--- src/rtl/core/pcbs_pkg.sv ---
// ----------------------------------------------------------------------------
// pcbs_pkg
// Shared types, codes and sizes of the per-class band statistics block.
// ----------------------------------------------------------------------------
`default_nettype none

package pcbs_pkg;

    // default sizes
    localparam int CLASSES_DEF     = 64;
    localparam int BANDS_DEF       = 64;
    localparam int SAMPLE_BITS_DEF = 16;

    // fixed field and accumulator widths
    localparam int FIELD_W = 16;
    localparam int SUM_W   = 48;
    localparam int SQ_W    = 64;
    localparam int CNT_W   = 32;
    localparam int Q_W     = 24;
    localparam int MEAN_W  = SUM_W + 8;
    localparam int DVD_W   = SQ_W + 16;

    // operation codes of an input beat
    localparam logic [1:0] FUNC_ACC   = 2'd0;
    localparam logic [1:0] FUNC_READ  = 2'd1;
    localparam logic [1:0] FUNC_CLEAR = 2'd2;

    // result status codes
    localparam logic [1:0] STAT_OK    = 2'd0;
    localparam logic [1:0] STAT_EMPTY = 2'd1;
    localparam logic [1:0] STAT_RANGE = 2'd2;

    // register index (address bit 2)
    localparam logic REG_NODATA_EN  = 1'b0;
    localparam logic REG_NODATA_VAL = 1'b1;

    typedef enum logic [2:0] {
        ST_CLEAR,
        ST_IDLE,
        ST_EXEC,
        ST_DIV_MEAN,
        ST_DIV_MSQ,
        ST_SQRT,
        ST_OUT
    } state_t;

    // status of an iterative arithmetic unit
    typedef struct packed {
        logic busy;
        logic done;
    } unit_stat_t;

endpackage

`default_nettype wire

--- src/rtl/core/pcbs_sqrt.sv ---
// ----------------------------------------------------------------------------
// pcbs_sqrt
// Digit-by-digit integer square root, one root bit per cycle.
// ----------------------------------------------------------------------------
`default_nettype none

module pcbs_sqrt #(
    parameter int W = pcbs_pkg::SQ_W
) (
    input  wire logic              aclk,
    input  wire logic              aresetn,
    input  wire logic              start,
    input  wire logic [W-1:0]      radicand,
    output logic      [W/2-1:0]    root,
    output pcbs_pkg::unit_stat_t   stat
);

    localparam int ROOT_W = W / 2;
    localparam int REM_W  = ROOT_W + 4;
    localparam int CNT_AW = $clog2(ROOT_W + 1);

    logic              busy_reg;
    logic              done_reg;
    logic [CNT_AW-1:0] cnt_reg;
    logic [W-1:0]      v_reg;
    logic [ROOT_W-1:0] root_reg;
    logic [REM_W-1:0]  rem_reg;

    logic [REM_W-1:0]  rem_sh;
    logic [REM_W-1:0]  trial;
    logic              ge;

    // bring down two bits, try root*4+1
    assign rem_sh = {rem_reg[REM_W-3:0], v_reg[W-1:W-2]};
    assign trial  = REM_W'({root_reg, 2'b01});
    assign ge     = rem_sh >= trial;

    // control
    always_ff @(posedge aclk) begin
        if (!aresetn) begin
            busy_reg <= 1'b0;
            done_reg <= 1'b0;
            cnt_reg  <= '0;
        end else begin
            done_reg <= 1'b0;
            if (start) begin
                busy_reg <= 1'b1;
                cnt_reg  <= CNT_AW'(ROOT_W);
            end else if (busy_reg) begin
                cnt_reg <= cnt_reg - 1'b1;
                if (cnt_reg == CNT_AW'(1)) begin
                    busy_reg <= 1'b0;
                    done_reg <= 1'b1;
                end
            end
        end
    end

    // datapath
    always_ff @(posedge aclk) begin
        if (start) begin
            v_reg    <= radicand;
            root_reg <= '0;
            rem_reg  <= '0;
        end else if (busy_reg) begin
            v_reg    <= {v_reg[W-3:0], 2'b00};
            root_reg <= {root_reg[ROOT_W-2:0], ge};
            rem_reg  <= ge ? (rem_sh - trial) : rem_sh;
        end
    end

    assign root = root_reg;
    assign stat = '{busy: busy_reg, done: done_reg};

endmodule

`default_nettype wire

--- config.mk ---
export PLATFORM = sky130hd
export DESIGN_NAME = pcbs_sqrt
export DESIGN_NICKNAME = d
export VERILOG_FILES = /design/src/rtl/core/pcbs_pkg.sv /design/src/rtl/core/pcbs_sqrt.sv
export SDC_FILE = /design/constraint.sdc
export NUM_CORES = 1
export LEC_CHECK = 0
export BUFFER_PORTS_ARGS = -buffer_cell sky130_fd_sc_hd__buf_4
export CORE_MARGIN = 2
export CORE_UTILIZATION = 60
export CTS_CLUSTER_SIZE = 30
export DETAILED_ROUTE_END_ITERATION = 8
export GPL_ROUTABILITY_DRIVEN = 0
export PLACE_DENSITY = 0.81
export SYNTH_ARGS = -nofsm -noshare
export SYNTH_HDL_FRONTEND = slang
export SYNTH_SLANG_ARGS = --single-unit
--- constraint.sdc ---
create_clock -name aclk -period 7.6 [get_ports aclk]
set_input_delay 2.28 -clock aclk [delete_from_list [all_inputs] [get_ports aclk]]
set_output_delay 2.28 -clock aclk [all_outputs]
set_load 0.02 [all_outputs]
# --- After elaboration in Yosys (flattened, before gate mapping) ---
# Index checks and enable logic that the tools add are counted.
classes:
  add_sub_neg: 2
  mul: 0
  div: 0
  n_lt_le_gt_ge: 1
  eq_ne: 1
  shift: 0
  n_mux: 9
  n_bitwise: 2
  n_reduce_logical: 3
op_table:
  columns: ["op", "count"]
  rows:
  - ["$mux 64", 2]
  - ["$ge 36x34->1", 1]
  - ["$mux 34", 1]
  - ["$sub 34x34->34", 1]
  - ["$mux 6", 2]
  - ["$eq 6x1->1 const B", 1]
  - ["$sub 6x1->6 const B", 1]
  - ["$mux 1", 4]
  - ["$reduce_or 3->1", 1]
  - ["$not 1->1", 2]
  - ["$reduce_bool 2->1", 1]
  - ["$reduce_or 2->1", 1]
totals:
  reg_bits: 138
  latchBits: 0
  ramBits: 0
  rom_bits: 0
  in_bits: 67
  wordCells: 25
  n_memories: 0

# --- Logic depth before layout (Yosys ltp) ---
logic_depth:
  ltp_word: 4
  mapped_depth: 13
  ltp_nobuf: 11

# --- Worst setup path after synthesis ---
# OpenSTA, ideal clock, no wires.
synth_timing:
  kind: "in2reg"
  from: "in start"
  to: "reg v_reg[0] (enable)"
  t_arrival_ns: 4.112
  slack_ns: 3.070
  path_stages: 4
  n_path_buf: 2
  path_cell_list: "clkbuf_1 -> clkbuf_1 -> nor2_1 -> inv_1"
synth_between:
  elab_chain_len: 1
synth_lines:
  columns: ["element", "line", "source"]
  rows:
  - ["from (decl)", "pcbs_sqrt.sv:12", "input wire logic start,"]
  - ["$reduce_bool 2->1 (no line)", null, null]
  - ["to (signal assigned)", "pcbs_sqrt.sv:62", "v_reg <= radicand;"]
  - ["to (signal assigned)", "pcbs_sqrt.sv:66", "v_reg <= {v_reg[W-3:0], 2'b00};"]
  - ["to (decl)", "pcbs_sqrt.sv:25", "logic [W-1:0] v_reg;"]
# No other way between the ends.
# A chain may end at the register's enable or synchronous reset.

# --- Final worst setup path ---
layout_timing:
  from: "in start"
  to: "reg v_reg[59], data pin"
layout_between:
  elab_chain_len: 1
layout_lines:
  columns: ["element", "line", "source"]
  rows:
  - ["$mux 64", "pcbs_sqrt.sv:61", "if (start) begin"]
# No other way between the ends.

==> metrics.md <==
| Metric | Value |
|---|---|
| Largest cells by area after synthesis | `edfxtp_1, dfxtp_1, mux2_2` |
| Post-synth top area share | `0.252` |
| GR Util met3 | `0.0638` |
| YS warnings | `0` |
| Top Ports | `101` |
| Synth Flop Type | `dfxtp_1` |
| H-tree Lvls | `4` |
| Die Wd | `117 um` |
| Share of layout cells above drive strength 1 | `0.258` |
| Unrepaired setup endpoints after global routing | `no` |
| #FFs+latches synth | `138` |
| Cts hold-fix bufs | `0` |
| Worst setup EP type | `flop` |
| Die area | `13600 um^2` |
| Worst slew pin tran | `966 ps` |
| Max Clock Skew | `6.88 ps` |
| Resized Gates After CTS | `0` |
| Leading area contributor after synthesis | `edfxtp_1` |
| Cts bufs inserted | `17` |
| Worst Path Required | `7780 ps` |
| Post-synthesis to final-layout area growth | `17.8%` |
| Relative slew slack | `0.356` |
| Later-pin clock latency in the skew report | `430 ps` |
| Min Tclk post-route | `3810 ps` |
| Placed inst area | `8410 um^2` |
| Crit Reg-Reg Endpoint | `rem_reg[18]` |
| Final Hold Viols | `0` |
| Final setup viols | `0` |
| CTS tree | `built` |
| Port-buffer cells | `100` |
| Reg power frac | `0.298` |
| Starting density of the core | `0.609` |
| CP arrival | `3990 ps` |
| Initial antenna violation count | `0` |
| Number of flip-flops under the largest register name | `64` |
| Sequential area share after synthesis | `0.447` |
| Dpl hpwl | `11.1 mm` |
| Hold path depth | `2` |
| P_sw | `1.26 mW` |
| Die Ht | `117 um` |
| Hold WS | `492 ps` |
| Peak VDD IR | `227 uV` |
| Max-cap viol count | `0` |
| WHS Endpoint | `rem_reg[17]` |
| Final worst-path cycle share | `0.502` |
| Fin nets | `939` |
| Reg-to-reg startpoint | `root[0]` |
| Mapped Area | `7620 um^2` |
| Power Internal | `1.89 mW` |
| Hold_sp | `rem_reg[17]` |
| CP Launch Type | `primary input` |
| Count of different cell masters after synthesis | `71` |
| Pwr dens | `350 nW/um^2` |
| Core area | `12500 um^2` |
| Syn Area/Cell | `10.1 um^2` |
| Clock Tree Buf Depth | `2` |
| Sw Ratio | `0.400` |
| Setup TNS | `0 ps` |
| WS Path Type | `in -> reg` |
| Largest net degree at the start of global routing | `90` |
| GRT Util Overall | `0.255` |
| Root buf cell | `clkbuf_16` |
| Antenna cell count | `0` |
| Vias in the first global route | `5654` |
| Combinational Power Share | `0.447` |
| CTS clk-pin slew, worst paths | `60 ps` |
| First-pass GRT wire length | `27.2 mm` |
| Synthesized instance count | `757` |
| Post-CTS Setup Bufs | `0` |
| Met2 Use GR | `0.420` |
| DRC | `0` |
| Pre-antenna DRT Iters | `7` |
| Status | `finished clean` |
| Synth top cells by count | `nor2_1, nand2_1, dfxtp_1` |
| Total grt overflow | `0` |
| Max Clk Rate | `0.262 GHz` |
| Syn_nets | `860` |
| Routing usage on met1 | `0.324` |
| DR vias | `5914` |
| Most Used Layer, Global Route | `met2` |
| Vias per inst | `5.79` |
| Cell row count | `41` |
| Max-slew violation count | `0` |
| EDFF count, synth | `64` |
| Post-synth ARST share | `0` |
| Filler instances | `915` |
| FF-to-FF setup slack | `4290 ps` |
| Most common cell in the netlist | `nor2_1` |
| CTS Sinks | `138` |
| 1st-iter DRT viols | `502` |
| Worst Hold Class | `reg -> reg` |
| Final Instance Area | `8980 um^2` |
| Clk network pwr share | `0.255` |
| DRT antenna net count | `0` |
| Leak | `3.59 nW` |
| Final WL | `16.9 mm` |
| R2R depth | `11` |
| Final core area utilization | `0.717` |
| Avg WL per Cell | `16.5 um` |
| Crit Path Max Fanout | `89` |
## critical path: stages
cell and delay (ps):
buf_4 430, buf_4 830, mux2_2 420
## per-stage QoR
step	total power, mW	worst slack, ps	std cells
after floorplan	2.07	3070	757
after global placement	2.27	3350	989
after detailed placement	2.31	3320	989
after CTS	3.13	3760	1021
after global routing	3.33	3670	1021
final	3.14	3790	1021
## metal layers
metal | part of all wire | vias up
met5 | 0 | -
met4 | 0.020 | 0
met3 | 0.057 | 30
met2 | 0.50 | 212
met1 | 0.43 | 2791
li1 | - | 2881
## logic make-up after synthesis
logic type	count (synthesis)	share of synthesized area
AND/OR/NAND/NOR	210	0.123
AO/OA/AOI/OAI	157	0.152
flip-flops	138	0.447
multiplexers	93	0.132
buffers and inverters	91	0.0504
adder cells (fa/ha/maj)	36	0.0591
XOR/XNOR	32	0.0368
## worst max-delay path by stage
| stage | slack [ps] | cells past startpoint | start | end |
|---|---|---|---|---|
| global placement | 3350 | 3 | start | v_reg[59] |
| global route | 3670 | 3 | start | v_reg[61] |
| CTS | 3760 | 3 | start | v_reg[35] |
| finish | 3790 | 3 | start | v_reg[59] |
| floorplan | 3070 | 4 | start | v_reg[0] |
| detailed placement | 3320 | 3 | start | v_reg[59] |
## layout by cell type (no fill, tap or decap), drive strengths merged, types with 9 or more instances in the layout
master,synthesis,layout
xor2,16,16
dfxtp,74,74
o21ai,23,23
edfxtp,64,64
mux2,62,62
xnor2,16,16
mux2i,31,31
a21oi,45,45
nor2,79,79
a311oi,20,20
nand2,78,78
nand4,9,9
nor3,11,11
o21a,9,9
inv,48,54
buf,13,103
ha,36,36
clkbuf,30,19
## power groups by stage
stage | clock network, mW | logic (mW) | registers [mW]
final | 0.801 | 1.41 | 0.938
after global routing | 0.841 | 1.54 | 0.949
after CTS | 0.811 | 1.38 | 0.937
after detailed placement | 0 | 1.36 | 0.951
after global placement | 0 | 1.33 | 0.947
after floorplan | 0 | 1.14 | 0.929
## layout make-up
type | instances | area [um^2] | share of cell area
Clock buffer | 19 | 433 | 0.0482
Clock inverter | 13 | 134 | 0.0149
Inverter | 48 | 180 | 0.0201
Timing Repair Buffer | 103 | 773 | 0.0861
Multi-Input combinational cell | 528 | 3830 | 0.427
Tap cell | 172 | 215 | 0.0240
Sequential cell | 138 | 3410 | 0.380
(Power assumes the default switching activity.)
