===== config.mk =====
export PLATFORM = sky130hd
export DESIGN_NAME = pcbs_ram
export DESIGN_NICKNAME = d
export VERILOG_FILES = /design/src/rtl/core/pcbs_ram.sv
export SDC_FILE = /design/constraint.sdc
export NUM_CORES = 1
export LEC_CHECK = 0
export BUFFER_PORTS_ARGS = -buffer_cell sky130_fd_sc_hd__buf_2
export CAP_MARGIN = 0
export CELL_PAD_IN_SITES_DETAIL_PLACEMENT = 1
export CELL_PAD_IN_SITES_GLOBAL_PLACEMENT = 1
export CORE_MARGIN = 4
export CORE_UTILIZATION = 47
export DETAILED_ROUTE_END_ITERATION = 7
export GPL_TIMING_DRIVEN = 0
export PLACE_DENSITY = 0.83
export SLEW_MARGIN = 0
export SYNTH_ARGS = -nofsm -noshare
export SYNTH_HDL_FRONTEND = slang
export SYNTH_SLANG_ARGS = --single-unit

===== constraint.sdc =====
create_clock -name aclk -period 1.6 [get_ports aclk]
set_input_delay 0.08 -clock aclk [delete_from_list [all_inputs] [get_ports aclk]]
set_output_delay 0.08 -clock aclk [all_outputs]
set_load 0.01 [all_outputs]

===== src/rtl/core/pcbs_ram.sv =====
// ----------------------------------------------------------------------------
// pcbs_ram
// Generic single-write, single-read synchronous RAM with registered read.
// ----------------------------------------------------------------------------
`default_nettype none

module pcbs_ram #(
    parameter int WIDTH = 8,
    parameter int DEPTH = 16
) (
    input  wire logic                                 aclk,
    input  wire logic                                 we,
    input  wire logic [(DEPTH > 1 ? $clog2(DEPTH) : 1)-1:0] waddr,
    input  wire logic [WIDTH-1:0]                     wdata,
    input  wire logic                                 re,
    input  wire logic [(DEPTH > 1 ? $clog2(DEPTH) : 1)-1:0] raddr,
    output logic      [WIDTH-1:0]                     rdata
);

    logic [WIDTH-1:0] mem [DEPTH];

    // write port
    always_ff @(posedge aclk) begin
        if (we) begin
            mem[waddr] <= wdata;
        end
    end

    // registered read port
    always_ff @(posedge aclk) begin
        if (re) begin
            rdata <= mem[raddr];
        end
    end

endmodule

`default_nettype wire


# After elaboration in Yosys (flattened, before gate mapping)
# Memories as Yosys holds them, arrays and structs flattened. A register that Yosys moved wholly into a read port is not among the register bits.
# Index checks and enable logic that the tools add are counted.
[word_totals] ff_bits=0 ramBits=128 in_bits=19 output_inout_bits=8 word_cells=3 n_memories=1
[classes] muxes=2
[mem_list] name="mem" words=16 width=8 read_ports=1 rd_ports_with_merged_regs=1 write_ports=1 line_no="20" text="logic [WIDTH-1:0] mem [DEPTH];"
[ops] cell="1-bit two-way mux" n=2

# Longest topological paths before layout
# Gate-level depths: netlist of the first run.
[depth] depth_word=2 mapped_depth=5 mapped_depth_nobuf=3

# Worst setup path after synthesis of the first run
# No wires, ideal clock.
[synth_timing] path_kind="input to register" startpoint="input port waddr[2] (netlist name)" endpoint="memory mem[0][0], enable pin" setup_time_ns=0.383 t_arrival_ns=1.190 t_required_ns=1.217 slack_ns=0.027 cell_stages=2 path_buffers=0 cell_sequence="or3b_2 > nor3_1"
[synth_lines] item="start, declared" line_no="13" text="input wire logic [(DEPTH > 1 ? $clog2(DEPTH) : 1)-1:0] waddr,"
[synth_lines] item="end, declared" line_no="20"
# Straight into the memory's write port.

==> flow_summary_export.csv, run 1 <==
group,metric,value,unit
outcome,status,"finished, final reports clean",
routing,route.detailed.wl_per_inst,26.6,um
floorplanning,initial_utilization,0.482,
global_routing,grtUsageTotal,0.198,
floorplanning,die_area,12900,um2
layout,fin_util,0.579,
global_routing,globalRouteMet1Util,0.267,
global_routing,grt_max_degree,17,
floorplanning,core_area,10800,um2
timing,worst_pin_slew,1200,ps
layout,nFillCells,929,
worst_setup_path,crit_path_start,"mem[5][3]",
worst_setup_path,crit_chain,"mux4_1 > a22oi_2 > nand2_1",
worst_setup_path,max_stage_delay,630,ps
timing,period_share,0.978,
layout,drive_gt1_frac,0.305,
worst_setup_path,worst_path_max_delay_cell,"mux4_1",
timing,rsz0062_at_grt,"false",
layout,final_common_cell,"edfxtp_1",
timing,finalSetupViolCount,0,
yosys,syn_inst,229,
floorplanning,row_count,38,
yosys,synth_warnings,0,
worst_setup_path,cp.arrival,1830,ps
place,place_congestion,0.729,
global_routing,met3_usage,0.0419,
worst_setup_path,cp_num_buf_inv,0,
layout,antennaDiodeCount,0,
yosys,synth.cell_area,5230,um2
yosys,yosys-top-cells-area,"edfxtp_1 (78%), mux4_2 (7.8%), mux4_1 (7.0%)",
global_routing,grt_overflow_total,0,
layout,ff_latch_area,4080,um2
cts,root_buffer,"clkbuf_8",
cts,clkTransAtPathRegs,60,ps
layout,final_nets,301,
cts,cts_buffers,17,
timing,period_needed,1560,ps
layout,mostFrequentLayoutCells,"edfxtp_1 (136), buf_2 (28), mux4_2 (18)",
worst_setup_path,worstSetupEndpointType,"register",
routing,drt_iter0_drc,225,
place,port_buffers,25,
worst_setup_path,cp_max_fo,1,
power_and_ir_drop,cellLeakagePower,2.09,nW
worst_setup_path,required,1870,ps
layout,multiInputGateArea,1090,um2
cts,cts_buffer_depth,2,
cts,cts_sinks,136,
cts,htreeDepth,4,
floorplanning,ioPinCount,27,
worst_setup_path,rrSetupSlack,40,ps
min_path,min_path_type,"in2reg",
global_routing,grt_pass1_vias,2757,
timing,fin_skew,3.92,ps
routing,post-route-drc-count,0,
timing,slew_headroom,0.191,
global_routing,antenna_found_initial,0,
routing,vias_per_cell,5.85,
yosys,yosysTopAreaCell,"edfxtp_1",
worst_setup_path,path_class,"reg2reg",
cts,cts_setup_buffers,0,
worst_setup_path,endpoint,"rdata[3]",
job,maxCapViolCount,0,
global_routing,top_usage_layer,"met2",
worst_setup_path,timing.rr.end,"rdata[3]",
floorplanning,die_h,113,um
cts,clk_latency,520,ps
routing,drt_wl_total,11600,um
worst_setup_path,ff2ff_path_depth,3,
global_routing,grt_pass1_wl,17500,um
timing,hold_viol,0,
timing,max_freq,639,MHz
yosys,synth.top_cell.area_share,0.781,
yosys,synth-seq-area-share,0.781,
place,dp_hpwl,7120,um
timing,slew_violations,0,
worst_setup_path,path_depth,3,
yosys,synth_area_per_cell,22.8,um2
yosys,synth-seq-cells,136,
cts,cts_tree,"yes",
power_and_ir_drop,powerDensity,1360,nW/um2
worst_setup_path,cp_top_family,"multiplexers",
yosys,synthesis.nets,248,
power_and_ir_drop,total_power,8.52,mW
min_path,hp-start,"waddr[0]",
layout,syn_to_final_growth,20.0,%
worst_setup_path,rr_startpoint,"mem[5][3]",
yosys,yosysUniqueCellTypes,18,
global_routing,grtUsageMet2,0.321,
routing,first_pass_iters,4,
power_and_ir_drop,vdd_ir_drop_max,0.742,mV
worst_setup_path,cp-start-kind,"register",
floorplanning,die_w,113,um
routing,vias,2546,
routing,antenna_left,0,
==> cells in the mapped netlist, drive strengths merged <==
library cell and number:
mux4 32, nor3 4, buf 7, edfxtp 136
nand2 9, a22oi 16, nor2 13, nand3b 2
and2b 1, or3b 1, and2 1, nand3 1
nand2b 2, clkdlybuf4s25 3, nor2b 1
==> power by group <==
part           total, mW  switching [mW]  internal [mW]
Sequential          4.04          0.0220           4.02
Clock               4.07            1.41           2.66
Combinational      0.419           0.246          0.173
==> worst min-delay path by stage <==
stage | to | slack [ps] | depth (start not counted)
finish | mem[8][6] | 90 | 2
global route | mem[8][5] | 100 | 2
CTS | mem[0][5] | 60 | 2
detailed placement | rdata[4] | 430 | 1
global placement | rdata[3] | 410 | 1
floorplan | mem[0][0] | 180 | 0
==> registers in the layout, summed over array words and instances, names as in the netlist <==
register and cells:
rdata 8, mem 128
==> final cells by class <==
cell class | count | share of cell area
sequential | 136 | 0.651
timing repair buffer | 34 | 0.0343
clock buffer | 17 | 0.0660
buffer | 10 | 0.0138
tap | 140 | 0.0279
multi-input combinational | 83 | 0.174
clock inverter | 15 | 0.0331
==> through the flow <==
step	cell area (um2)	hold WS (ps)	setup WS [ps]	TNS, ps	instances
3_5_place_dp	5530	435	-634	-16360	394
5_1_grt	6270	103	6.74	0	435
6_report	6270	92.4	35.7	0	435
3_3_place_gp	5530	413	-530	-11160	394
2_1_floorplan	5230	179	27.1	0	229
4_1_cts	6250	61.6	4.57	0	435
==> logic make-up (layout without fill, tap and decap cells) <==
| kind of cell | after synthesis | count (layout) | synth area share |
|---|---|---|---|
| flip-flops | 136 | 136 | 0.781 |
| multiplexers | 32 | 32 | 0.148 |
| AND/OR/NAND/NOR | 35 | 35 | 0.0314 |
| buffers and inverters | 10 | 76 | 0.0165 |
| AO/OA/AOI/OAI | 16 | 16 | 0.0230 |
==> per-layer routing <==
layer,up-vias,wire [um]
li1,1084,-
met1,1348,4780
met2,99,6000
met3,15,619
met4,0,154
met5,-,0
==> repair_timing <==
| item | in CTS | in global routing |
|---|---|---|
| endpoints found under the hold margin | 136 | 0 |
| endpoints found under the setup margin | 10 | 2 |
| gates resized for setup | 3 | 2 |
| pin swaps | 0 | 0 |
| hold buffers | 9 | 0 |
No activity file was read; power rests on OpenSTA's default activity.
==> inputs of run 2 (changes only) <==
Settings changed: RECOVER_POWER set to 100.
==> run 2 against run 1 <==
Clock-buffer cell count is the same. Via count is 0.67% higher. Register-to-register slack about the same. Sequential share of layout area grew 0.27 points. Sequential power about the same. Critical path depth is the same. Fmax fell by 0.37%. Total power about the same. Combinational power fell by 2%. Clock power about the same. Cell count is the same. Wire length about the same.
==> flow_summary_export.csv, run 2 (synthesis results as in run 1) <==
group,metric,value,unit
place,place_area,5530,um2
routing,post-route-drc-count,0,
routing,drt_iter0_drc,228,
floorplanning,die_area,12900,um2
cts,cts_tree,"yes",
routing,drt_wl_total,11600,um
cts,cts_setup_buffers,0,
worst_setup_path,worst_path_max_delay_cell,"mux4_1",
routing,vias,2563,
worst_setup_path,cp_num_buf_inv,0,
layout,instances_no_fill,435,
global_routing,grt_pass1_wl,17500,um
power_and_ir_drop,power.switching,1.68,mW
timing,hold_viol,0,
power_and_ir_drop,p_int,6.84,mW
outcome,status,"finished, final reports clean",
cts,root_buffer,"clkbuf_8",
layout,final_common_cell,"edfxtp_1",
worst_setup_path,path_class,"reg2reg",
floorplanning,die_h,113,um
cts,clk_latency,520,ps
floorplanning,core_area,10800,um2
global_routing,grtUsageTotal,0.198,
floorplanning,initial_utilization,0.482,
global_routing,grt_pass1_vias,2757,
cts,cts_buffers,17,
timing,period_needed,1570,ps
power_and_ir_drop,clkPwrFrac,0.477,
power_and_ir_drop,seq_power_share,0.474,
floorplanning,ioPinCount,27,
min_path,min_path_cells,2,
timing,fin_skew,4.12,ps
worst_setup_path,ff2ff_path_depth,3,
place,place_congestion,0.729,
routing,route.detailed.wl_per_inst,26.6,um
cts,cts_sinks,136,
timing,rsz0062_at_grt,"false",
place,place_inst,394,
cts,htreeDepth,4,
job,maxCapViolCount,0,
routing,vias_per_cell,5.89,
worst_setup_path,cp_max_fo,1,
worst_setup_path,required,1870,ps
power_and_ir_drop,cellLeakagePower,2.03,nW
cts,cts_buffer_depth,2,
power_and_ir_drop,combPwrFrac,0.048,
timing,tns,0,ps
timing,worst_pin_slew,1210,ps
layout,largest_reg_flops,128,
place,dp_hpwl,7120,um
power_and_ir_drop,powerDensity,1360,nW/um2
power_and_ir_drop,swShare,0.197,
layout,regMostFlops,"mem",
timing,max_freq,637,MHz
layout,syn_to_final_growth,19.5,%
worst_setup_path,cp.arrival,1840,ps
place,port_buffers,25,
timing,period_share,0.981,
worst_setup_path,crit_chain,"mux4_1 > a22oi_2 > nand2_1",
global_routing,antenna_found_initial,0,
layout,drive_gt1_frac,0.234,
timing,slew_headroom,0.189,
cts,clkTransAtPathRegs,60,ps
layout,antennaDiodeCount,0,
routing,antenna_left,0,
worst_setup_path,path_depth,3,
worst_setup_path,worstSetupEndpointType,"register",
timing,finalSetupViolCount,0,
timing,whs,91.2,ps
min_path,min_path_type,"in2reg",
power_and_ir_drop,vdd_ir_drop_max,0.743,mV
worst_setup_path,max_stage_delay,630,ps
floorplanning,die_w,113,um
routing,first_pass_iters,4,
worst_setup_path,cp_top_family,"multiplexers",
layout,finalInstanceArea,6250,um2
global_routing,grt_overflow_total,0,
layout,top_regs,"mem: 128 flops, rdata: 8 flops",
floorplanning,row_count,38,
layout,final_nets,301,
global_routing,grt_max_degree,17,
timing,slew_violations,0,
layout,mostFrequentLayoutCells,"edfxtp_1 (136), clkbuf_1 (21), mux4_2 (18)",
worst_setup_path,cp-start-kind,"register",
==> run 2: per-stage QoR <==
stage	worst slack (ps)	total power, mW	util
after floorplan	27.1	4.31	-
after global placement	-530	4.47	0.510
after detailed placement	-634	4.50	0.510
after CTS	4.57	8.56	0.577
after global routing	6.74	8.79	0.576
final	29.8	8.52	0.576
==> run 2: path summary, 6_finish.rpt <==
path,slack [ps],startpoint,endpoint
worst max-delay path,30,mem[5][3],rdata[3]
worst min-delay path,90,waddr[1],mem[8][6]
worst min register to register,800,mem[8][2],rdata[2]
worst max register to register,30,mem[5][3],rdata[3]
==> run 2: routing by layer <==
layer / track usage / wire, um / up-vias
met1: 0.267 / 4790 / 1351
met3: 0.0419 / 631 / 19
met2: 0.321 / 5960 / 108
met4: 0.0745 / 168 / 0
met5: 0 / 0 / -
li1: - / - / 1085
==> run 2: cell type report <==
class                           instances  area [um2]
Buffer                                 10        86.3
Multi-Input combinational cell         83        1090
Clock inverter                         15         208
Timing Repair Buffer                   34         189
Clock buffer                           17         414
Fill cell                             938        4590
Sequential cell                       136        4080
Tap cell                              140         175
==> run 2: power by group through the flow <==
stage / clock network, mW / registers (mW) / logic [mW]
floorplan: 0 / 4.11 / 0.203
global placement: 0 / 4.10 / 0.368
detailed placement: 0 / 4.11 / 0.393
CTS: 4.10 / 4.04 / 0.420
global route: 4.30 / 4.05 / 0.445
finish: 4.07 / 4.04 / 0.409
==> run 2: what timing repair did <==
action                                  CTS  global route
hold endpoints to repair                136             0
endpoints found under the setup margin   10             2
hold buffers                              9             0
gates cloned                              0             0
gates resized for setup                   3             2
==> inputs of run 3 (changes only) <==
Settings changed: ABC_AREA set to 1, CORE_ASPECT_RATIO set to 1.4, CORE_UTILIZATION 47 to 44, PLACE_DENSITY 0.83 to 0.85.
==> run 3 against run 2 <==
Cell count grew 80%. Cell area up 9.0%. Die area is 18% higher. Largest cell class unchanged.
==> flow_summary_export.csv, run 3 <==
group,metric,value,unit
yosys,synthArstFlopShare,0,
yosys,synth_area_per_cell,10.6,um2
floorplanning,ioPinCount,27,
cts,cts_buffers,17,
layout,multiInputGateArea,1210,um2
timing,period_needed,1270,ps
routing,vias,4113,
yosys,syn_inst,551,
cts,clkTransAtPathRegs,60,ps
layout,antennaDiodeCount,0,
routing,first_pass_iters,5,
global_routing,grt_overflow_total,0,
power_and_ir_drop,cellLeakagePower,2.88,nW
yosys,synth_warnings,0,
worst_setup_path,cp_max_fo,8,
cts,cts_resized,0,
layout,mostFrequentLayoutCells,"nand2_1 (173), edfxtp_1 (136), inv_1 (100)",
place,port_buffers,23,
timing,rsz0062_at_grt,"false",
routing,vias_per_cell,5.25,
yosys,synth-seq-area-share,0.698,
worst_setup_path,path_class,"in2reg",
floorplanning,die_area,15200,um2
place,place_congestion,0.909,
global_routing,grt_max_degree,17,
routing,drt_wl_total,16100,um
yosys,synth_compound_area_frac,0,
timing,max_freq,786,MHz
layout,nFillCells,1387,
yosys,synth_top_cells_by_count,"nand2_1 (173), edfxtp_1 (136), inv_1 (100)",
cts,clk_latency,420,ps
place,place_inst,752,
cts,root_buffer,"clkbuf_16",
timing,slew_headroom,0.266,
global_routing,grt_pass1_vias,4435,
floorplanning,die_h,144,um
layout,top_regs,"mem: 128 flops, rdata: 8 flops",
worst_setup_path,cp-start-kind,"input port",
worst_setup_path,cp.arrival,1310,ps
yosys,synth.cell_area,5850,um2
place,dpl_worst_slack,-2.96,ps
yosys,yosys-top-cells-area,"edfxtp_1 (70%), nand2_1 (11%), nand3_1 (8.3%)",
min_path,min_path_type,"in2reg",
timing,fin_ws,327,ps
layout,largest_reg_flops,128,
cts,cts_tree,"yes",
timing,tns,0,ps
power_and_ir_drop,powerDensity,1300,nW/um2
floorplanning,die_w,105,um
place,dp_hpwl,9960,um
worst_setup_path,required,1640,ps
timing,worst_pin_slew,1100,ps
layout,ff_latch_area,4080,um2
layout,instances_no_fill,784,
layout,syn_to_final_growth,16.5,%
global_routing,antenna_found_initial,0,
power_and_ir_drop,vdd_ir_drop_max,0.982,mV
routing,drt_iter0_drc,342,
yosys,synth_edf_count,136,
cts,htreeDepth,4,
outcome,status,"finished, final reports clean",
yosys,synth-xor-area-share,0,
layout,final_common_cell,"nand2_1",
yosys,synth_most_common_cell,"nand2_1",
yosys,synth_mux_area_frac,0,
cts,hold_buffers,0,
yosys,synth.top_cell.area_share,0.698,
routing,antenna_left,0,
yosys,yosys.area_share.simple,0.208,
floorplanning,row_count,49,
timing,period_share,0.796,
floorplanning,core_area,12900,um2
layout,drive_gt1_frac,0.0974,
cts,cts_setup_buffers,0,
routing,route.detailed.wl_per_inst,20.5,um
job,maxCapViolCount,0,
yosys,synthesis.nets,570,
timing,whs,80.1,ps
cts,cts_sinks,136,
routing,post-route-drc-count,0,
timing,fin_skew,7.57,ps
yosys,yosysUniqueCellTypes,11,
layout,regMostFlops,"mem",
global_routing,grtUsageTotal,0.226,
yosys,synth-seq-cells,136,
yosys,synthFlopType,"edfxtp_1",
yosys,synth_top_family_by_area,"simple AND/OR/NAND/NOR gates",
floorplanning,initial_utilization,0.452,
cts,cts_buffer_depth,2,
timing,hold_viol,0,
global_routing,grt_pass1_wl,25000,um
timing,slew_violations,0,
yosys,yosysTopAreaCell,"edfxtp_1",
layout,final_nets,612,
timing,finalSetupViolCount,0,
power_and_ir_drop,total_power,8.86,mW
yosys,synth-adder-area-share,0,
worst_setup_path,worstSetupEndpointType,"register",
[run 3: layout make-up]
| cell class | instances | share of cell area |
|---|---|---|
| clock inverters | 15 | 0.0331 |
| clock buffers | 17 | 0.0625 |
| flip-flops and latches | 136 | 0.600 |
| multi-input cells | 289 | 0.178 |
| inverters | 102 | 0.0562 |
| well taps | 178 | 0.0327 |
| plain buffers | 24 | 0.0244 |
| repair buffers | 23 | 0.0132 |
[run 3: cell families (layout without fill, tap and decap cells)]
group         count (synthesis)  in the layout
buf+inv                     126            181
simple gates                289            289
flops                       136            136
[run 3: path summary, 6_finish.rpt]
check	depth (start not counted)	to	slack [ps]	from
min	1	rdata[6]	80	re
max	3	mem[13][6]	330	we
max reg2reg	6	rdata[0]	360	mem[14][0]
min reg2reg	6	rdata[5]	820	mem[12][5]
[run 3: where the power goes]
group          total [mW]  internal (mW)  switching, mW
sequential           4.04           4.02         0.0221
combinational       0.530          0.141          0.390
clock                4.29           2.77           1.52
total                8.86           6.93           1.93
[run 3: routing by layer]
layer,GRT usage,vias to the layer above,share of wire
met5,0,-,0
met4,0.125,0,0.044
met3,0.0433,51,0.066
met2,0.394,194,0.51
met1,0.264,2002,0.38
li1,-,1866,-
[run 3: critical path: stages]
cell      delay, ps
clkbuf_1        150
nand3_1         200
nor2_1          870
[run 3: stage by stage]
step | utilization | instance area (um2)
final | 0.526 | 6810
after CTS | 0.528 | 6840
after detailed placement | 0.478 | 6180
after global placement | 0.478 | 6180
after global routing | 0.526 | 6810
after floorplan | - | 5850
