`src/rtl/core/pcbs_pkg.sv`:
```
// ----------------------------------------------------------------------------
// pcbs_pkg
// Shared types, codes and sizes of the per-class band statistics block.
// ----------------------------------------------------------------------------
`default_nettype none

package pcbs_pkg;

    // default sizes
    localparam int CLASSES_DEF     = 64;
    localparam int BANDS_DEF       = 64;
    localparam int SAMPLE_BITS_DEF = 16;

    // fixed field and accumulator widths
    localparam int FIELD_W = 16;
    localparam int SUM_W   = 48;
    localparam int SQ_W    = 64;
    localparam int CNT_W   = 32;
    localparam int Q_W     = 24;
    localparam int MEAN_W  = SUM_W + 8;
    localparam int DVD_W   = SQ_W + 16;

    // operation codes of an input beat
    localparam logic [1:0] FUNC_ACC   = 2'd0;
    localparam logic [1:0] FUNC_READ  = 2'd1;
    localparam logic [1:0] FUNC_CLEAR = 2'd2;

    // result status codes
    localparam logic [1:0] STAT_OK    = 2'd0;
    localparam logic [1:0] STAT_EMPTY = 2'd1;
    localparam logic [1:0] STAT_RANGE = 2'd2;

    // register index (address bit 2)
    localparam logic REG_NODATA_EN  = 1'b0;
    localparam logic REG_NODATA_VAL = 1'b1;

    typedef enum logic [2:0] {
        ST_CLEAR,
        ST_IDLE,
        ST_EXEC,
        ST_DIV_MEAN,
        ST_DIV_MSQ,
        ST_SQRT,
        ST_OUT
    } state_t;

    // status of an iterative arithmetic unit
    typedef struct packed {
        logic busy;
        logic done;
    } unit_stat_t;

endpackage

`default_nettype wire

```
`src/rtl/core/pcbs_div.sv`:
```
// ----------------------------------------------------------------------------
// pcbs_div
// Restoring bit-serial divider, one quotient bit per cycle.
// ----------------------------------------------------------------------------
`default_nettype none

module pcbs_div #(
    parameter int DVD_W = pcbs_pkg::DVD_W,
    parameter int DVS_W = pcbs_pkg::CNT_W
) (
    input  wire logic                aclk,
    input  wire logic                aresetn,
    input  wire logic                start,
    input  wire logic [DVD_W-1:0]    dividend,
    input  wire logic [DVS_W-1:0]    divisor,
    output logic      [DVD_W-1:0]    quotient,
    output pcbs_pkg::unit_stat_t     stat
);

    localparam int CNT_AW = $clog2(DVD_W + 1);

    logic              busy_reg;
    logic              done_reg;
    logic [CNT_AW-1:0] cnt_reg;
    logic [DVS_W:0]    rem_reg;
    logic [DVD_W-1:0]  quo_reg;
    logic [DVS_W-1:0]  dvs_reg;

    logic [DVS_W:0]    shifted;
    logic              ge;
    logic [DVS_W:0]    diff;

    // trial subtraction
    assign shifted = {rem_reg[DVS_W-1:0], quo_reg[DVD_W-1]};
    assign ge      = shifted >= {1'b0, dvs_reg};
    assign diff    = shifted - {1'b0, dvs_reg};

    // control
    always_ff @(posedge aclk) begin
        if (!aresetn) begin
            busy_reg <= 1'b0;
            done_reg <= 1'b0;
            cnt_reg  <= '0;
        end else begin
            done_reg <= 1'b0;
            if (start) begin
                busy_reg <= 1'b1;
                cnt_reg  <= CNT_AW'(DVD_W);
            end else if (busy_reg) begin
                cnt_reg <= cnt_reg - 1'b1;
                if (cnt_reg == CNT_AW'(1)) begin
                    busy_reg <= 1'b0;
                    done_reg <= 1'b1;
                end
            end
        end
    end

    // datapath
    always_ff @(posedge aclk) begin
        if (start) begin
            rem_reg <= '0;
            quo_reg <= dividend;
            dvs_reg <= divisor;
        end else if (busy_reg) begin
            rem_reg <= ge ? diff : shifted;
            quo_reg <= {quo_reg[DVD_W-2:0], ge};
        end
    end

    assign quotient = quo_reg;
    assign stat     = '{busy: busy_reg, done: done_reg};

endmodule

`default_nettype wire

```
`config.mk`:
```
export PLATFORM = sky130hd
export DESIGN_NAME = pcbs_div
export DESIGN_NICKNAME = d
export VERILOG_FILES = /design/src/rtl/core/pcbs_pkg.sv /design/src/rtl/core/pcbs_div.sv
export SDC_FILE = /design/constraint.sdc
export NUM_CORES = 1
export LEC_CHECK = 0
export BUFFER_PORTS_ARGS = -buffer_cell sky130_fd_sc_hd__buf_4
export CORE_UTILIZATION = 49
export CTS_CLUSTER_SIZE = 28
export DETAILED_ROUTE_END_ITERATION = 10
export PLACE_DENSITY = 0.77
export REMOVE_ABC_BUFFERS = 1
export SLEW_MARGIN = 10
export SYNTH_ARGS = -nofsm -noshare
export SYNTH_HDL_FRONTEND = slang
export SYNTH_SLANG_ARGS = --single-unit
```
`constraint.sdc`:
```
create_clock -name aclk -period 2.8 [get_ports aclk]
set_input_delay 0 -clock aclk [delete_from_list [all_inputs] [get_ports aclk]]
set_output_delay 0 -clock aclk [all_outputs]
set_load 0.1 [all_outputs]
```
After elaboration in Yosys (flattened, before gate mapping). Index checks and enable logic that the tools add are counted.

Eq/ne operators: 1. Muxes and demuxes: 9. Reduce and logical (&&, ||, !) cells: 3. $add $sub $neg: 2. Bitwise gates (word level): 2. Order comparisons: 1.

Operators with widths (count): 80-bit 2-to-1 mux (2); 33-bit by 32-bit >= comparator with 1-bit output (1); 32-bit 2-to-1 mux (1); 32-bit subtractor (1); 7-bit 2-to-1 mux (2); 7-bit by 1-bit equality test with 1-bit output, second input constant (1); 7-bit by 1-bit subtractor with 7-bit output, second input constant (1); 1-bit 2-to-1 mux (4); 3-bit OR reduction (1); 1-bit NOT (2); 2-bit nonzero test (1); 2-bit OR reduction (1).

Register bits after elaboration: 153. Logic and storage cells: 25. Input port bits: 115.

Depth between registers and ports, before layout. Gate-level depths: netlist (run 1).

Depth in word-level cells: 4. Gate-level depth with buffers: 14. Gate-level depth less buffers: 12.

Worst setup path after synthesis (run 1). Ideal clock, no wire load.

Kind: register to register. Start: register quo_reg[79] (netlist: quotient[79]). End: register rem_reg[18]. Period minus slack after synthesis: 3330 ps. Arrival: 3244 ps. Data required time: 2714 ps. Stages on the path, launching flop included: 13. Path buffers: 0. Slack: -530 ps. Cells stage by stage: edfxtp_1 -> inv_1 -> ha_1 -> fa_1 -> nand2b_1 -> a21oi_1 -> o41a_1 -> a21oi_1 -> o21ai_0 -> a311oi_1 -> xnor2_1 -> mux2i_1 -> a211oi_1.

Word-level cells in the longest chain between the ends: 2. Elaborated cells on any way between the ends: 3.

RTL lines: start, declared (RTL line pcbs_div.sv:26) `logic [DVD_W-1:0] quo_reg;`; start signal, assigned (RTL line pcbs_div.sv:63) `quo_reg <= dividend;`; start signal, assigned (RTL line pcbs_div.sv:67) `quo_reg <= {quo_reg[DVD_W-2:0], ge};`; 32-bit subtractor / 33-bit by 32-bit >= comparator with 1-bit output (equally long branches) (RTL line pcbs_div.sv:36, pcbs_div.sv:35); 32-bit 2-to-1 mux * (RTL line pcbs_div.sv:66) `rem_reg <= ge ? diff : shifted;`; end signal, assigned (RTL line pcbs_div.sv:66); end, declared (RTL line pcbs_div.sv:25) `logic [DVS_W:0] rem_reg;`.

Every way passes the cells marked *; elsewhere a longest branch is shown, timed or not. A chain may end at the register's enable or synchronous reset.

Worst setup path after layout (run 1).
Start: register dvs_reg[3]. End: register rem_reg[28].

Word-level cells in the longest chain between the ends: 2. Elaborated cells on any way between the ends: 3.

RTL lines: start, declared (RTL line pcbs_div.sv:27) `logic [DVS_W-1:0] dvs_reg;`; start signal, assigned (RTL line pcbs_div.sv:64) `dvs_reg <= divisor;`; 32-bit subtractor / 33-bit by 32-bit >= comparator with 1-bit output (equally long branches) (RTL line pcbs_div.sv:36, pcbs_div.sv:35); 32-bit 2-to-1 mux * (RTL line pcbs_div.sv:66).

Marks and branches as above.

==> results of run 1 <==
[kinds of logic after synthesis]
| logic type | Yosys count | share of synthesized area [%] |
|---|---|---|
| muxes | 106 | 14.7 |
| AOI/OAI and AO/OA | 126 | 10.8 |
| adders and majority gates | 35 | 5.63 |
| buffers and inverters | 76 | 4.02 |
| and+or+nand+nor | 134 | 8.12 |
| DFF | 153 | 52.9 |
| xor gates and xnor gates | 34 | 3.77 |
[through the flow]
step	util (%)	power [mW]	TNS, ps	area [um2]	instances
after floorplan	-	4.45	-166250	7760	634
after global routing	77.8	8.17	-2950	12300	1272
after global placement	63.6	5.12	-3350	10100	1118
after CTS	76.2	7.77	-1.86	12100	1269
final	77.8	7.93	-386	12300	1272
after detailed placement	63.6	5.15	-5670	10100	1118
[path summary, 6_finish.rpt]
check / endpoint / slack [ps] / cells after the start
setup / recovery: rem_reg[28] / -90 / 12
hold / removal: dvs_reg[3] / 30 / 1
setup reg to reg: rem_reg[28] / -90 / 12
hold reg to reg: rem_reg[14] / 480 / 2
[worst max-delay path: cells and delay by family (launching register included)]
family	cells	cell delay, ps
AOI/OAI and AO/OA	7	1240
DFF	1	420
and+or+nand+nor	1	350
buffers and inverters	2	270
muxes	1	230
adders and majority gates	1	210
[layout by cell type (no fill, tap or decap), types with 15 or more instances in the layout]
master	synthesis	routed
sky130_fd_sc_hd__ha_1	34	25
sky130_fd_sc_hd__dfxtp_1	41	41
sky130_fd_sc_hd__a21oi_1	22	17
sky130_fd_sc_hd__inv_1	46	38
sky130_fd_sc_hd__mux2_2	80	79
sky130_fd_sc_hd__clkbuf_16	0	18
sky130_fd_sc_hd__xnor2_1	22	22
sky130_fd_sc_hd__mux2i_1	26	25
sky130_fd_sc_hd__dlygate4sd3_1	0	113
sky130_fd_sc_hd__edfxtp_1	112	112
sky130_fd_sc_hd__a21o_1	15	15
sky130_fd_sc_hd__nor2_1	51	50
sky130_fd_sc_hd__buf_4	2	268
sky130_fd_sc_hd__o21ai_0	26	21
sky130_fd_sc_hd__nand2_1	31	29
sky130_fd_sc_hd__a211oi_1	22	16
[metal layers]
| layer | vias to the layer above | GRT usage, % | part of all wire [%] |
|---|---|---|---|
| li1 | 3205 | - | - |
| met1 | 3287 | 32.4 | 39 |
| met2 | 265 | 52.7 | 52 |
| met3 | 59 | 7.68 | 5.7 |
| met4 | 0 | 14.0 | 3.7 |
| met5 | - | 0 | 0 |
[Yosys cell counts (3+ instances only)]
cell type / count / share of area [%]
sky130_fd_sc_hd__o211ai_1: 5 / 0.47
sky130_fd_sc_hd__buf_6: 3 / 0.43
sky130_fd_sc_hd__nor4_1: 5 / 0.40
sky130_fd_sc_hd__ha_1: 34 / 5.4
sky130_fd_sc_hd__edfxtp_1: 112 / 43
sky130_fd_sc_hd__xnor2_1: 22 / 2.4
sky130_fd_sc_hd__xor2_1: 12 / 1.3
sky130_fd_sc_hd__o21ai_0: 26 / 1.6
sky130_fd_sc_hd__nand2b_1: 6 / 0.47
sky130_fd_sc_hd__buf_1: 3 / 0.14
sky130_fd_sc_hd__nor2_1: 51 / 2.4
sky130_fd_sc_hd__a21oi_1: 22 / 1.4
sky130_fd_sc_hd__dfxtp_1: 41 / 10
sky130_fd_sc_hd__nand4_1: 6 / 0.47
sky130_fd_sc_hd__nor3_1: 3 / 0.19
sky130_fd_sc_hd__and3_1: 5 / 0.40
sky130_fd_sc_hd__a31oi_1: 5 / 0.40
sky130_fd_sc_hd__or2_2: 3 / 0.24
sky130_fd_sc_hd__inv_1: 46 / 2.2
sky130_fd_sc_hd__a21o_1: 15 / 1.4
sky130_fd_sc_hd__a211oi_1: 22 / 2.1
sky130_fd_sc_hd__nor3b_1: 3 / 0.28
sky130_fd_sc_hd__nand3_1: 9 / 0.57
sky130_fd_sc_hd__o21bai_1: 5 / 0.47
sky130_fd_sc_hd__nand2_1: 31 / 1.5
sky130_fd_sc_hd__mux2i_1: 26 / 3.3
sky130_fd_sc_hd__mux2_2: 80 / 11
sky130_fd_sc_hd__clkbuf_1: 20 / 0.95
[repair_timing]
item,CTS,global route
setup endpoints to repair,33,33
endpoints found under the hold margin,121,0
setup buffers,6,2
pin swaps,26,33
gates resized for setup,37,43
hold buffers,113,0
cloned,1,1
[cell type report]
cell class,instances,area (um2),area share [%]
timing repair buffer,390,3290,26.7
tap,216,270,2.19
sequential,153,4180,34.0
clock inverter,14,183,1.48
clock buffer,18,429,3.48
multi-input combinational,435,3790,30.7
inverter,46,173,1.40
[power by group through the flow]
stage	combinational (mW)	clock [mW]	sequential [mW]
2_1_floorplan	0.716	0	3.73
3_3_place_gp	2.29	0	2.84
3_5_place_dp	2.31	0	2.84
4_1_cts	2.52	2.44	2.80
5_1_grt	2.80	2.53	2.84
6_report	2.68	2.43	2.82
==> qor.json, run 1 <==
{
  "placement": {
    "dpl.hpwl_mm": 14.1,
    "io_buffer_count": 196,
    "gpl.final_weighted_congestion": 0.914,
    "placement.setup.worst_slack_ps": -229
  },
  "power": {
    "power_density_mw_per_mm2": 644,
    "power.leakage_nw": 5.23,
    "seq_power_share_pct": 35.6,
    "p_int_mw": 5.02,
    "power.share.combinational_pct": 33.8,
    "max-vdd-ir-drop_uv": 483,
    "clock_power_share_pct": 30.7,
    "power.share.switching_pct": 36.7,
    "total_switching_power_mw": 2.91
  },
  "timing": {
    "fin_crit_sh_pct": 103,
    "unrepaired_setup_endpoints_after_global_routing": "true",
    "finalHoldViolations": 0,
    "worst_clock_skew_ps": 17.2,
    "timing_worst_slew_pin_value_ps": 654,
    "final_critical_period_ps": 2890,
    "maxClockFrequency_mhz": 346,
    "timing.final.setup_violations": 8,
    "maxSlewHeadroom_pct": 56.4,
    "timing.final.max_slew_violations": 0,
    "worst_hold_slack_ps": 29.4,
    "timing.final.ws_setup_ps": -88.5
  },
  "critical_path": {
    "worstPathCellList": "inv_2 -> ha_4 -> a21o_1 -> a21oi_2 -> a21oi_2 -> o21ai_2 -> a31oi_2 -> o311a_1 -> or2_4 -> buf_16 -> mux2i_1 -> o22ai_1",
    "critical_path.slowest_cell": "sky130_fd_sc_hd__edfxtp_1",
    "crit_path_end_kind": "register",
    "critPathKind": "reg2reg",
    "cpMostUsedCell": "sky130_fd_sc_hd__a21oi_2",
    "startpoint": "dvs_reg[3]",
    "worst_path_largest_cell_delay_ps": 420,
    "startpoint_type": "register",
    "worst_r2r_startpoint": "dvs_reg[3]",
    "timing.critical_path.arrival_ps": 3160,
    "worst_ep_required_time_ps": 3070,
    "critical_path_peak_fanout": 8
  },
  "clock_tree": {
    "cts.sink_count": 153,
    "worst_setup_hold_path_clk_slew_ps": 70,
    "cts_buffers": 17,
    "max-clock-path-buffers": 2,
    "ctsHtreeMaxLevel": 4,
    "tritoncts": "done",
    "root_buffer": "sky130_fd_sc_hd__clkbuf_16",
    "insertion_delay_ps": 440
  },
  "die": {
    "die-area_mm2": 0.0166,
    "die_width_um": 129,
    "chipHeight_um": 129,
    "design.core.area_mm2": 0.0158,
    "io_pins": 197,
    "count_of_standard_cell_rows": 46,
    "initial_core_util_pct": 49.9
  },
  "synthesis": {
    "synth.distinct_cells": 60,
    "synth_enable_flop_cells": 112,
    "syn_area_per_cell_um2": 11.9,
    "ys.warnings.count": 0,
    "netlist_instances": 664,
    "seq_area_frac_synth_pct": 52.9,
    "synthFlopType": "sky130_fd_sc_hd__edfxtp_1",
    "synth-async-reset-ratio_pct": 0,
    "ys_ff_latch": 153,
    "synth.cell_area_mm2": 0.00791
  },
  "grt": {
    "track_usage_pct": 29.4,
    "globalRouteOverflowTotal": 0,
    "grt_first_pass_wirelength_mm": 36.4,
    "first_global_vias": 7093,
    "initial_antenna_violation_count": 0,
    "grt_start_max_net_pins": 53
  },
  "layout": {
    "fillCellCount": 912,
    "drive_above_1_share_pct": 43.0,
    "n_antenna_cell": 0,
    "largest_reg_flops": 80,
    "num-nets-final": 1193,
    "syn2layout_area_growth_pct": 55.8
  },
  "routing": {
    "detailedRoute.firstIterationViolations": 387,
    "vias_per_cell": 5.36,
    "firstDrtPassIters": 5,
    "route.vias.total": 6816,
    "final_antenna_net_count": 0,
    "drc": 0,
    "routed_wire_length_per_instance_um": 19.2,
    "wirelength_mm": 24.5
  },
  "worst_hold_path": {
    "hold_path_class": "in2reg",
    "start_point_of_the_worst_hold_path": "start"
  },
  "run_status": {
    "run_status": "finished, violations left",
    "failed_checks": "negative setup slack"
  },
  "run": {
    "cap_violations": 0
  }
}
Note: power is estimated with default switching activity, not from simulation.
==> run 2: changes to the inputs <==
--- a/config.mk
+++ b/config.mk
@@ -6,11 +6,12 @@
 export NUM_CORES = 1
 export LEC_CHECK = 0
 export BUFFER_PORTS_ARGS = -buffer_cell sky130_fd_sc_hd__buf_4
-export CORE_UTILIZATION = 49
+export CORE_UTILIZATION = 50
 export CTS_CLUSTER_SIZE = 28
 export DETAILED_ROUTE_END_ITERATION = 10
-export PLACE_DENSITY = 0.77
+export PLACE_DENSITY = 0.86
 export REMOVE_ABC_BUFFERS = 1
+export SETUP_SLACK_MARGIN = 0.4
 export SLEW_MARGIN = 10
 export SYNTH_ARGS = -nofsm -noshare
 export SYNTH_HDL_FRONTEND = slang
==> constraint.sdc (replaced) <==
create_clock -name aclk -period 3.7 [get_ports aclk]
set_input_delay 0 -clock aclk [delete_from_list [all_inputs] [get_ports aclk]]
set_output_delay 0 -clock aclk [all_outputs]
set_load 0.1 [all_outputs]
==> run 2 against run 1 <==
Effect of this change: the run now ends clean; combinational power shrank 34%; die area shrank 2.0%; first-iteration DRC count grew 11%; largest power group unchanged; highest routed layer unchanged.
==> qor.json, run 2 (same netlist as run 1, synthesis figures left out) <==
{
  "layout": {
    "syn2layout_area_growth": {"value": 43.3, "unit": "%", "change": "was 55.8%"},
    "drive_above_1_share": {"value": 33.3, "unit": "%", "change": "was 43.0%"},
    "num-nets-final": {"value": 1119, "change": "was 1193"},
    "final_cells": {"value": 1196, "change": "was 1272"},
    "fillCellCount": {"value": 983, "change": "was 912"},
    "layout_commonest_cell": {"value": "sky130_fd_sc_hd__buf_4", "change": "unchanged"},
    "final_cell_mix": {"value": "sky130_fd_sc_hd__buf_4, sky130_fd_sc_hd__dlygate4sd3_1, sky130_fd_sc_hd__edfxtp_1, sky130_fd_sc_hd__mux2_2, sky130_fd_sc_hd__nor2_1", "change": "unchanged"},
    "largest_reg_flops": {"value": 80, "change": "unchanged"}
  },
  "timing": {
    "unrepaired_setup_endpoints_after_global_routing": {"value": "true", "change": "unchanged"},
    "fin_crit_sh": {"value": 84.6, "unit": "%", "change": "was 103%"},
    "timing.final.ws_setup": {"value": 572, "unit": "ps", "change": "was -88.5 ps"},
    "timing.final.max_slew_violations": {"value": 0, "change": "unchanged"},
    "timing_worst_slew_pin_value": {"value": 1060, "unit": "ps", "change": "was 654 ps"},
    "maxClockFrequency": {"value": 320, "unit": "MHz", "change": "was 346 MHz"},
    "finalHoldViolations": {"value": 0, "change": "unchanged"},
    "final_critical_period": {"value": 3130, "unit": "ps", "change": "was 2890 ps"},
    "maxSlewHeadroom": {"value": 29.1, "unit": "%", "change": "was 56.4%"},
    "timing.final.setup_violations": {"value": 0, "change": "was 8"},
    "worst_clock_skew": {"value": 15.8, "unit": "ps", "change": "was 17.2 ps"},
    "tns": {"value": 0, "unit": "ps", "change": "was -386 ps"}
  },
  "die": {
    "die_width": {"value": 128, "unit": "um", "change": "was 129 um"},
    "count_of_standard_cell_rows": {"value": 45, "change": "was 46"},
    "initial_core_util": {"value": 51.6, "unit": "%", "change": "was 49.9%"},
    "design.core.area": {"value": 0.0153, "unit": "mm2", "change": "was 0.0158 mm2"},
    "io_pins": {"value": 197, "change": "unchanged"},
    "die-area": {"value": 0.0163, "unit": "mm2", "change": "was 0.0166 mm2"},
    "chipHeight": {"value": 128, "unit": "um", "change": "was 129 um"}
  },
  "placement": {
    "dpl.hpwl": {"value": 13.3, "unit": "mm", "change": "was 14.1 mm"},
    "gpl.final_weighted_congestion": {"value": 0.894, "change": "was 0.914"},
    "placed_cells_incl_taps": {"value": 1048, "change": "was 1118"},
    "placement.setup.worst_slack": {"value": 403, "unit": "ps", "change": "was -229 ps"},
    "io_buffer_count": {"value": 196, "change": "unchanged"}
  },
  "routing": {
    "routed_wire_length_per_instance": {"value": 19.3, "unit": "um", "change": "was 19.2 um"},
    "detailedRoute.firstIterationViolations": {"value": 430, "change": "was 387"},
    "firstDrtPassIters": {"value": 6, "change": "was 5"},
    "route.vias.total": {"value": 6528, "change": "was 6816"},
    "vias_per_cell": {"value": 5.46, "change": "was 5.36"},
    "final_antenna_net_count": {"value": 0, "change": "unchanged"},
    "wirelength": {"value": 23.1, "unit": "mm", "change": "was 24.5 mm"},
    "drc": {"value": 0, "change": "unchanged"}
  },
  "clock_tree": {
    "root_buffer": {"value": "sky130_fd_sc_hd__clkbuf_16", "change": "unchanged"},
    "worst_setup_hold_path_clk_slew": {"value": 70, "unit": "ps", "change": "about the same"},
    "cts_buffers": {"value": 17, "change": "unchanged"},
    "post-cts-setup-buffers": {"value": 0, "change": "was 6"},
    "max-clock-path-buffers": {"value": 2, "change": "unchanged"},
    "tritoncts": {"value": "done", "change": "unchanged"},
    "ctsHtreeMaxLevel": {"value": 4, "change": "unchanged"},
    "insertion_delay": {"value": 440, "unit": "ps", "change": "about the same"},
    "cts.sink_count": {"value": 153, "change": "unchanged"}
  },
  "power": {
    "power_density": {"value": 506, "unit": "mW/mm2", "change": "was 644 mW/mm2"},
    "max-vdd-ir-drop": {"value": 386, "unit": "uV", "change": "was 483 uV"},
    "power.leakage": {"value": 4.82, "unit": "nW", "change": "was 5.23 nW"}
  },
  "run_status": {
    "run_status": {"value": "finished clean", "change": "was finished, violations left"}
  },
  "critical_path": {
    "critical_path_peak_fanout": {"value": 14, "change": "was 8"},
    "worst_setup_path_endpoint": {"value": "rem_reg[11]", "change": "was rem_reg[28]"},
    "r2r.worst_path.cells": {"value": 11, "change": "was 12"},
    "critical_path.slowest_cell": {"value": "sky130_fd_sc_hd__ha_1", "change": "was sky130_fd_sc_hd__edfxtp_1"},
    "timing.critical_path.arrival": {"value": 3470, "unit": "ps", "change": "was 3160 ps"},
    "startpoint": {"value": "rem_reg[25]", "change": "was dvs_reg[3]"},
    "cpMostUsedCell": {"value": "sky130_fd_sc_hd__a21o_1", "change": "was sky130_fd_sc_hd__a21oi_2"},
    "critPathKind": {"value": "reg2reg", "change": "unchanged"},
    "worst_path_largest_cell_delay": {"value": 370, "unit": "ps", "change": "was 420 ps"},
    "crit_path_end_kind": {"value": "register", "change": "unchanged"},
    "worstPathCellList": {"value": "ha_1 -> a21o_1 -> a21o_1 -> a21o_1 -> a21o_1 -> a211o_1 -> a211o_1 -> or2_4 -> buf_4 -> mux2i_1 -> a211oi_1", "change": "was inv_2 -> ha_4 -> a21o_1 -> a21oi_2 -> a21oi_2 -> o21ai_2 -> a31oi_2 -> o311a_1 -> or2_4 -> buf_16 -> mux2i_1 -> o22ai_1"},
    "worst_r2r_startpoint": {"value": "rem_reg[25]", "change": "was dvs_reg[3]"},
    "worst-r2r-setup-slack": {"value": 570, "unit": "ps", "change": "was -90 ps"},
    "startpoint_type": {"value": "register", "change": "unchanged"},
    "worst_ep_required_time": {"value": 4040, "unit": "ps", "change": "was 3070 ps"},
    "ff_to_ff_end": {"value": "rem_reg[11]", "change": "was rem_reg[28]"}
  },
  "grt": {
    "grt_first_pass_wirelength": {"value": 36.2, "unit": "mm", "change": "was 36.4 mm"},
    "initial_antenna_violation_count": {"value": 3, "change": "was 0"},
    "first_global_vias": {"value": 6772, "change": "was 7093"},
    "track_usage": {"value": 29.5, "unit": "%", "change": "was 29.4%"},
    "grt_start_max_net_pins": {"value": 82, "change": "was 53"},
    "globalRouteOverflowTotal": {"value": 0, "change": "unchanged"}
  },
  "run": {
    "cap_violations": {"value": 0, "change": "unchanged"}
  },
  "worst_hold_path": {
    "hold_path_class": {"value": "in2reg", "change": "unchanged"}
  }
}
[run 2: how the worst min path moves through the flow]
stage / depth (start not counted) / slack, ps / start / to
3_5_place_dp: 1 / 180 / divisor[24] / dvs_reg[24]
5_1_grt: 1 / 40 / start / dvs_reg[9]
6_report: 1 / 40 / start / dvs_reg[18]
3_3_place_gp: 1 / 180 / divisor[30] / dvs_reg[30]
2_1_floorplan: 1 / 70 / start / rem_reg[10]
4_1_cts: 1 / 20 / start / dvs_reg[8]
[run 2: final cells by class]
cell class	instances	area [um2]	area share, %
antenna	3	7.51	0.0663
inverter	46	174	1.54
clock inverter	15	178	1.57
sequential	153	4180	36.9
multi-input combinational	435	3430	30.3
clock buffer	17	425	3.76
timing repair buffer	316	2670	23.5
tap	211	264	2.33
[run 2: worst max-delay path: cells and delay by family (launching register included)]
kind	cells	cell delay, ps
DFF	1	330
muxes	1	130
buffers and inverters	1	220
and+or+nand+nor	1	350
AOI/OAI and AO/OA	7	1630
adders and majority gates	1	370
[run 2: per-stage QoR]
stage / utilization [%] / instance area (um2) / total power, mW / hold WS [ps]
floorplan: - / 7760 / 3.37 / 72.8
global placement: 62.4 / 9560 / 3.76 / 179
detailed placement: 62.4 / 9560 / 3.79 / 180
CTS: 73.8 / 11300 / 5.69 / 24.7
global route: 74.0 / 11300 / 5.91 / 40.7
finish: 74.0 / 11300 / 5.73 / 37.9
[run 2: where the power goes]
part | leakage, nW | total (mW) | internal, mW | switching, mW
clock | 0.295 | 1.81 | 1.02 | 0.791
combinational | 3.07 | 1.77 | 0.585 | 1.19
sequential | 1.45 | 2.14 | 2.03 | 0.109
total | 4.82 | 5.73 | 3.64 | 2.09
[run 2: routing by layer]
metal	part of all wire [%]	up-vias	GRT usage (%)
met5	0	-	0
met4	3.9	0	14.4
met3	6.6	57	7.51
met2	50	289	51.3
met1	39	3107	33.9
li1	-	3075	-
[run 2: repair_timing]
item | CTS | global route
endpoints found under the setup margin | 7 | 25
hold buffers | 113 | 0
gates resized for setup | 1 | 4
pin swaps | 0 | 1
endpoints found under the hold margin | 121 | 0
